## src/design/rteu_pkg.sv

```systemverilog
// Package with types, codes and constants of the R-type execute unit
`timescale 1ns / 1ps
package rteu_pkg;

    localparam int unsigned DATA_W      = 32;
    localparam int unsigned DIV_STAGES  = 32;
    localparam int unsigned QUEUE_DEPTH = 4;

    typedef enum logic [5:0] {
        FN_SLL   = 6'd0,
        FN_SRL   = 6'd2,
        FN_SRA   = 6'd3,
        FN_SLLV  = 6'd4,
        FN_SRLV  = 6'd6,
        FN_SRAV  = 6'd7,
        FN_MULT  = 6'd24,
        FN_MULTU = 6'd25,
        FN_DIV   = 6'd26,
        FN_DIVU  = 6'd27,
        FN_ADD   = 6'd32,
        FN_ADDU  = 6'd33,
        FN_SUB   = 6'd34,
        FN_SUBU  = 6'd35,
        FN_AND   = 6'd36,
        FN_OR    = 6'd37,
        FN_XOR   = 6'd38,
        FN_SLT   = 6'd42,
        FN_SLTU  = 6'd43
    } funct_t;

    typedef enum logic [1:0] {
        ERR_OK       = 2'd0,
        ERR_OVERFLOW = 2'd1,
        ERR_UNKNOWN  = 2'd2
    } err_t;

    typedef enum logic [2:0] {
        CLS_ALU,
        CLS_MUL,
        CLS_DIV,
        CLS_OVF,
        CLS_BAD
    } class_t;

    typedef struct packed {
        logic [5:0]  op;
        logic [31:0] rs_value;
        logic [31:0] rt_value;
        logic [4:0]  shamt;
    } in_item_t;

    typedef struct packed {
        logic [31:0] result_low;
        logic [31:0] result_high;
        logic        writes_hilo;
        logic [1:0]  error;
    } out_item_t;

    typedef struct packed {
        class_t      cls;
        logic        sgn;
        logic [31:0] alu;
        logic [31:0] a;
        logic [31:0] b;
    } cmd_t;

endpackage

```

## src/design/rteu_queue.sv

```systemverilog
// Short request queue between front and back
`timescale 1ns / 1ps
module rteu_queue
#(
    parameter int unsigned DEPTH = rteu_pkg::QUEUE_DEPTH
)
(
    input  logic           clk,
    input  logic           rst_n,
    input  logic           wr_valid,
    input  rteu_pkg::cmd_t wr_data,
    output logic           wr_ready,
    output logic           rd_valid,
    output rteu_pkg::cmd_t rd_data,
    input  logic           rd_ready
);
    import rteu_pkg::*;

    localparam int unsigned AW = (DEPTH > 1) ? $clog2(DEPTH) : 1;

    cmd_t            mem [DEPTH];
    logic [AW-1:0]   wp_reg;
    logic [AW-1:0]   rp_reg;
    logic [AW:0]     cnt_reg;
    logic            do_wr;
    logic            do_rd;

    assign wr_ready = cnt_reg != (AW+1)'(DEPTH);
    assign rd_valid = cnt_reg != '0;
    assign do_wr    = wr_valid && wr_ready;
    assign do_rd    = rd_valid && rd_ready;
    assign rd_data  = mem[rp_reg];

    always_ff @(posedge clk or negedge rst_n)
    begin
        if (!rst_n)
        begin
            wp_reg  <= '0;
            rp_reg  <= '0;
            cnt_reg <= '0;
        end
        else
        begin
            if (do_wr) wp_reg <= (wp_reg == AW'(DEPTH-1)) ? '0 : wp_reg + 1'b1;
            if (do_rd) rp_reg <= (rp_reg == AW'(DEPTH-1)) ? '0 : rp_reg + 1'b1;
            cnt_reg <= cnt_reg + (AW+1)'(do_wr) - (AW+1)'(do_rd);
        end
    end

    always_ff @(posedge clk)
    begin
        if (do_wr) mem[wp_reg] <= wr_data;
    end
endmodule

```

## config.mk

```make
export PLATFORM = sky130hd
export DESIGN_NAME = rteu_queue
export DESIGN_NICKNAME = d
export VERILOG_FILES = /design/src/design/rteu_pkg.sv /design/src/design/rteu_queue.sv
export SDC_FILE = /design/constraint.sdc
export NUM_CORES = 1
export LEC_CHECK = 0
export BUFFER_PORTS_ARGS = -buffer_cell sky130_fd_sc_hd__clkbuf_2
export CORE_UTILIZATION = 45
export CTS_CLUSTER_DIAMETER = 80
export DETAILED_ROUTE_END_ITERATION = 8
export PLACE_DENSITY = 0.65
export SLEW_MARGIN = 20
export SYNTH_ARGS = -nofsm -noshare
export SYNTH_HDL_FRONTEND = slang
export SYNTH_SLANG_ARGS = --single-unit
```

## constraint.sdc

```tcl
create_clock -name clk -period 3.4 [get_ports clk]
set_input_delay 0.34 -clock clk [delete_from_list [all_inputs] [get_ports clk]]
set_output_delay 0.34 -clock clk [all_outputs]
set_load 0.05 [all_outputs]
```

==> flow_metrics.py, run 1 <==
metrics = {
    "run_status": {
        "outcome": "finished clean",
    },
    "global_routing": {
        "grt_antenna_before_repair": 1,
        "grt_pass1_wl_um": 41400,
        "track_usage": 0.164,
        "grt-ovfl-total": 0,
        "grt_max_degree": 60,
        "first_global_vias": 7279,
    },
    "worst_setup_path": {
        "critical_path_class": "flip-flop to output port",
        "start_kind": "flip-flop",
        "worstPathArrival_ns": 2.55,
        "path_depth": 3,
        "slowest_delay_ns": 0.87,
        "slowest_stage": "dfrtp_4",
        "worst_setup_path_end_kind": "output port",
        "rr_endpoint": "cnt_reg[2]",
        "crit_end": "rd_data[94]",
        "required_ns": 3.06,
        "rr_worst_depth": 10,
        "crit_buf_inv": 2,
        "rrSetupSlack_ns": 0.96,
        "crit_start": "rp_reg[0]",
        "cp_top_family": "flip-flops",
        "worstPathCellList": "buf_4 -> mux4_2 -> clkbuf_2",
        "r2r-start": "cnt_reg[1]",
        "cp_max_fo": 30,
    },
    "synthesis": {
        "synth.distinct_cells": 19,
        "ys_ff_latch": 407,
        "synth.most_common_cell": "edfxtp_1",
        "synth_edf_count": 400,
        "synth_top_area_cell": "edfxtp_1",
        "ys_async_sr_fraction": 0.0172,
        "synth_seq_area_share": 0.822,
        "yosys_warnings": 0,
        "syn_area_sq_mm": 0.0148,
        "synth_common_cells": "edfxtp_1 (400), mux4_2 (100), buf_4 (8)",
        "netlist_instances": 560,
        "synth_nets": 672,
        "synth_top_area_frac": 0.810,
        "synth_area_leaders": "edfxtp_1 (81%), mux4_2 (15%), dfrtp_1 (1.2%), ha_1 (0.59%), buf_4 (0.40%)",
        "synth_top_flop_cell": "edfxtp_1",
        "avgSynthCellArea_sq_um": 26.5,
    },
    "layout": {
        "nets": 916,
        "regArea_sq_mm": 0.0122,
        "multi_input_area_sq_mm": 0.00251,
        "fin_util": 0.553,
        "fin_area_sq_mm": 0.0180,
        "syn2layout_area_growth_pct": 21.0,
        "drive_gt1_frac": 0.470,
        "fillers": 2445,
        "largest_reg_flops": 400,
    },
    "die": {
        "core-area_sq_mm": 0.0325,
        "start_util": 0.457,
        "dieArea_sq_mm": 0.0337,
        "fp.dieH_um": 184,
        "die_w_um": 184,
        "io-pin-count": 206,
        "fp-row-count": 66,
    },
    "cts": {
        "clock_latency_ns": 0.52,
        "cts.clk_slew.worst_paths_ns": 0.06,
        "clockRootBuffer": "clkbuf_16",
        "htree_levels": 2,
        "cts_tree": "done",
        "cts_max_path_buffers": 3,
        "clock_sinks": 407,
        "cts_buffers": 42,
        "post_cts_buffers": 0,
    },
    "flow_run": {
        "maxCapViolCount": 0,
    },
    "place": {
        "hpwl_um": 16100,
        "gp_congestion": 0.738,
        "place_ws_ns": 0.966,
        "dpl_cell_area_sq_mm": 0.0165,
        "numPortBuffers": 205,
    },
    "sta": {
        "setup-tns-final_ns": 0,
        "rsz0062_at_grt": "false",
        "tightest_slew_ns": 0.668,
        "layout_min_cycle_time_ns": 2.89,
        "slew_headroom": 0.555,
        "setup_violations": 0,
        "worst_slack_ns": 0.512,
        "period_share": 0.849,
        "finalHoldViolCount": 0,
        "final.setup_skew_ns": 0.00634,
        "fmax_mhz": 346,
        "finalMaxSlewViolations": 0,
    },
    "route": {
        "drc": 0,
        "drt-initial-drc-count": 465,
        "firstDrtPassIters": 4,
        "routedWlPerCell_um": 21.1,
        "vias": 6653,
        "final_antenna_net_count": 0,
        "via_per_inst": 5.20,
        "routed_wl_um": 27100,
    },
    "power": {
        "peakVddDrop_uv": 925,
        "leakagePower_nw": 6.18,
        "pwr_density_cell_mw_per_mm2": 1030,
    },
    "min_path": {
        "min_path_type": "input pin to flip-flop",
    },
}
==> worst min-delay path by stage <==
stage / cells past startpoint / startpoint / end
floorplan: 0 / rst_n / cnt_reg[0]
global route: 1 / wr_data[6] / mem[2][6]
detailed placement: 1 / rst_n / cnt_reg[2]
global placement: 1 / rst_n / cnt_reg[1]
finish: 1 / wr_data[25] / mem[0][25]
CTS: 1 / wr_data[88] / mem[1][88]
==> stage by stage <==
| step | hold slack (ns) | power [W] | cells |
|---|---|---|---|
| after floorplan | 0.0444 | 0.0124 | 560 |
| after global placement | 0.179 | 0.0140 | 1201 |
| after detailed placement | 0.186 | 0.0141 | 1201 |
| after CTS | 0.0111 | 0.0188 | 1279 |
| after global routing | 0.0167 | 0.0193 | 1279 |
| final | 0.0376 | 0.0185 | 1280 |
==> cells by family (layout without fill, tap and decap cells) <==
kind of cell,count (synthesis),count (layout),synth area share
buf+inv,29,306,0.00987
xor+xnor,2,2,0.00118
mux,104,104,0.155
simple gates,10,10,0.00464
fa+ha+maj,8,8,0.00725
other cells,0,1,0
flops,407,407,0.822
==> layout make-up <==
type / count / share of cell area
clock buffers: 63 / 0.0675
multi-input cells: 124 / 0.140
well taps: 442 / 0.0308
clock inverters: 14 / 0.0109
inverters: 7 / 0.00146
diodes: 1 / 0.000139
flip-flops and latches: 407 / 0.679
repair buffers: 222 / 0.0700
==> repair_timing <==
action	in CTS	in global routing
hold endpoints to repair	7	0
hold buffers	1	0
resized for setup	0	0
==> per-layer routing <==
metal,part of all wire,vias up,global-route usage
li1,-,2921,-
met1,0.41,3481,0.216
met2,0.49,206,0.270
met3,0.075,45,0.0469
met4,0.018,0,0.0417
met5,0,-,0
==> power breakdown <==
| part | internal (W) | switching (W) | leakage [nW] |
|---|---|---|---|
| registers | 0.00663 | 0.000408 | 3.74 |
| clock network | 0.00284 | 0.00176 | 0.683 |
| logic | 0.00210 | 0.00477 | 1.75 |
==> cells in the final DEF, fill, tap and decap left out <==
master	n
edfxtp_1	400
nand2_1	1
dfrtp_1	5
ha_1	7
buf_4	8
clkbuf_16	43
dfrtp_4	2
and2_4	1
diode_2	1
clkbuf_2	205
clkinvlp_4	1
inv_1	7
mux2_2	2
bufinv_16	5
dlygate4sd3_1	1
mux2_4	2
nor2_1	2
clkinv_2	3
clkinv_1	4
buf_12	8
and3_4	4
fa_1	1
or3_2	1
inv_6	1
clkbuf_8	6
xnor2_1	2
clkbuf_1	14
mux4_2	100
or3b_4	1
No activity file was read; power rests on OpenSTA's default activity.
==> run 2: changes to the inputs <==
==> constraint.sdc (replaced) <==
create_clock -name clk -period 2.95 [get_ports clk]
set_input_delay 0.295 -clock clk [delete_from_list [all_inputs] [get_ports clk]]
set_output_delay 0.295 -clock clk [all_outputs]
set_load 0.05 [all_outputs]
==> flow_metrics.py, run 2 (synthesis results as in run 1) <==
metrics = {
    "global_routing": {
        "track_usage": 0.173,
        "grt_antenna_before_repair": 2,
        "grt_pass1_wl_um": 43600,
        "grt-ovfl-total": 0,
        "grt_max_degree": 65,
        "first_global_vias": 7755,
    },
    "die": {
        "start_util": 0.457,
        "fp-row-count": 66,
        "io-pin-count": 206,
        "fp.dieH_um": 184,
        "dieArea_sq_mm": 0.0337,
        "core-area_sq_mm": 0.0325,
        "die_w_um": 184,
    },
    "layout": {
        "final_cell_mix": "edfxtp_1 (400), clkbuf_2 (205), mux4_2 (100)",
        "largest_reg_flops": 400,
        "syn2layout_area_growth_pct": 26.9,
        "fin_area_sq_mm": 0.0188,
        "fillers": 2361,
        "drive_gt1_frac": 0.426,
        "final_common_cell": "edfxtp_1",
        "multi_input_area_sq_mm": 0.00251,
        "regArea_sq_mm": 0.0122,
        "nets": 1008,
    },
    "power": {
        "leakagePower_nw": 6.54,
        "pwr_density_cell_mw_per_mm2": 1140,
        "peakVddDrop_uv": 870,
        "total_power_w": 0.0214,
    },
    "cts": {
        "clock_latency_ns": 0.52,
        "cts_tree": "done",
        "cts.clk_slew.worst_paths_ns": 0.06,
        "clock_sinks": 407,
        "cts_buffers": 43,
        "clockRootBuffer": "clkbuf_16",
        "htree_levels": 2,
        "cts_max_path_buffers": 3,
    },
    "worst_setup_path": {
        "start_kind": "flip-flop",
        "critical_path_class": "flip-flop to output port",
        "cp_max_fo": 19,
        "worst_setup_path_end_kind": "output port",
        "worstPathArrival_ns": 2.39,
        "required_ns": 2.65,
    },
    "sta": {
        "whs_ns": 0.0199,
        "final.setup_skew_ns": 0.0170,
        "rsz0062_at_grt": "false",
        "period_share": 0.910,
        "tightest_slew_ns": 1.04,
        "layout_min_cycle_time_ns": 2.68,
        "finalMaxSlewViolations": 0,
        "fmax_mhz": 373,
        "slew_headroom": 0.309,
        "finalHoldViolCount": 0,
        "setup-tns-final_ns": 0,
        "setup_violations": 0,
        "worst_slack_ns": 0.266,
    },
    "flow_run": {
        "maxCapViolCount": 0,
    },
    "place": {
        "place_ws_ns": 0.418,
        "hpwl_um": 16300,
        "numPortBuffers": 205,
        "dpl_cell_area_sq_mm": 0.0165,
        "gp_congestion": 0.708,
    },
    "min_path": {
        "min_path_type": "input pin to flip-flop",
    },
    "route": {
        "vias": 7020,
        "routedWlPerCell_um": 20.8,
        "via_per_inst": 5.13,
        "final_antenna_net_count": 0,
        "drc": 0,
        "drt-initial-drc-count": 422,
        "routed_wl_um": 28400,
        "firstDrtPassIters": 4,
    },
    "run_status": {
        "outcome": "finished clean",
    },
}
==> run 2: cell types whose count changed in the layout (fill, tap and decap cells not counted), moves of 4 or more <==
cell	delta
clkinv_1	+4
clkbuf_8	-6
clkinv_2	+4
clkbuf_1	-9
dlygate4sd3_1	+92
==> run 2: through the flow <==
step,cells,utilization
floorplan,560,-
global placement,1200,0.509
detailed placement,1200,0.509
CTS,1367,0.580
global route,1368,0.580
finish,1368,0.580
==> run 2: where the power goes <==
group	leakage, nW	switching [W]	internal, W
sequential	3.74	0.000344	0.00765
combinational	2.13	0.00567	0.00249
clock	0.666	0.00209	0.00312
==> run 2: worst paths after layout <==
check | start | slack (ns) | to | depth (start not counted)
hold reg to reg | cnt_reg[2] | 0.53 | cnt_reg[2] | 1
min in group asynchronous | rst_n | 0.16 | cnt_reg[0] | 2
setup / recovery | rp_reg[0] | 0.27 | rd_data[66] | 3
max in group asynchronous | rst_n | 2.59 | rp_reg[1] | 2
setup reg to reg | cnt_reg[1] | 0.41 | cnt_reg[2] | 10
hold / removal | wr_data[28] | 0.02 | mem[1][28] | 1
==> run 2: layout make-up <==
cell class              count  share of cell area
well taps                 442              0.0294
clock inverters            24              0.0120
inverters                   7             0.00140
diodes                      1            0.000133
flip-flops and latches    407               0.648
clock buffers              50              0.0608
repair buffers            313               0.115
multi-input cells         124               0.134
==> run 2: critical path, cell delays in order (launching register included) <==
cell and delay (ns):
dfrtp_4 0.71, buf_4 0.34, mux4_2 0.55, clkbuf_2 0.26
==> run 2: timing repair <==
item	CTS	global route
setup buffers	0	0
gates resized for setup	0	0
hold buffers	93	0
endpoints found under the hold margin	366	0
==> run 2: routing by layer <==
metal,up-vias,share of wire,GRT usage
met4,2,0.015,0.0397
met5,-,0.00046,0
met1,3665,0.41,0.221
met3,40,0.067,0.0434
li1,3101,-,-
met2,212,0.51,0.298
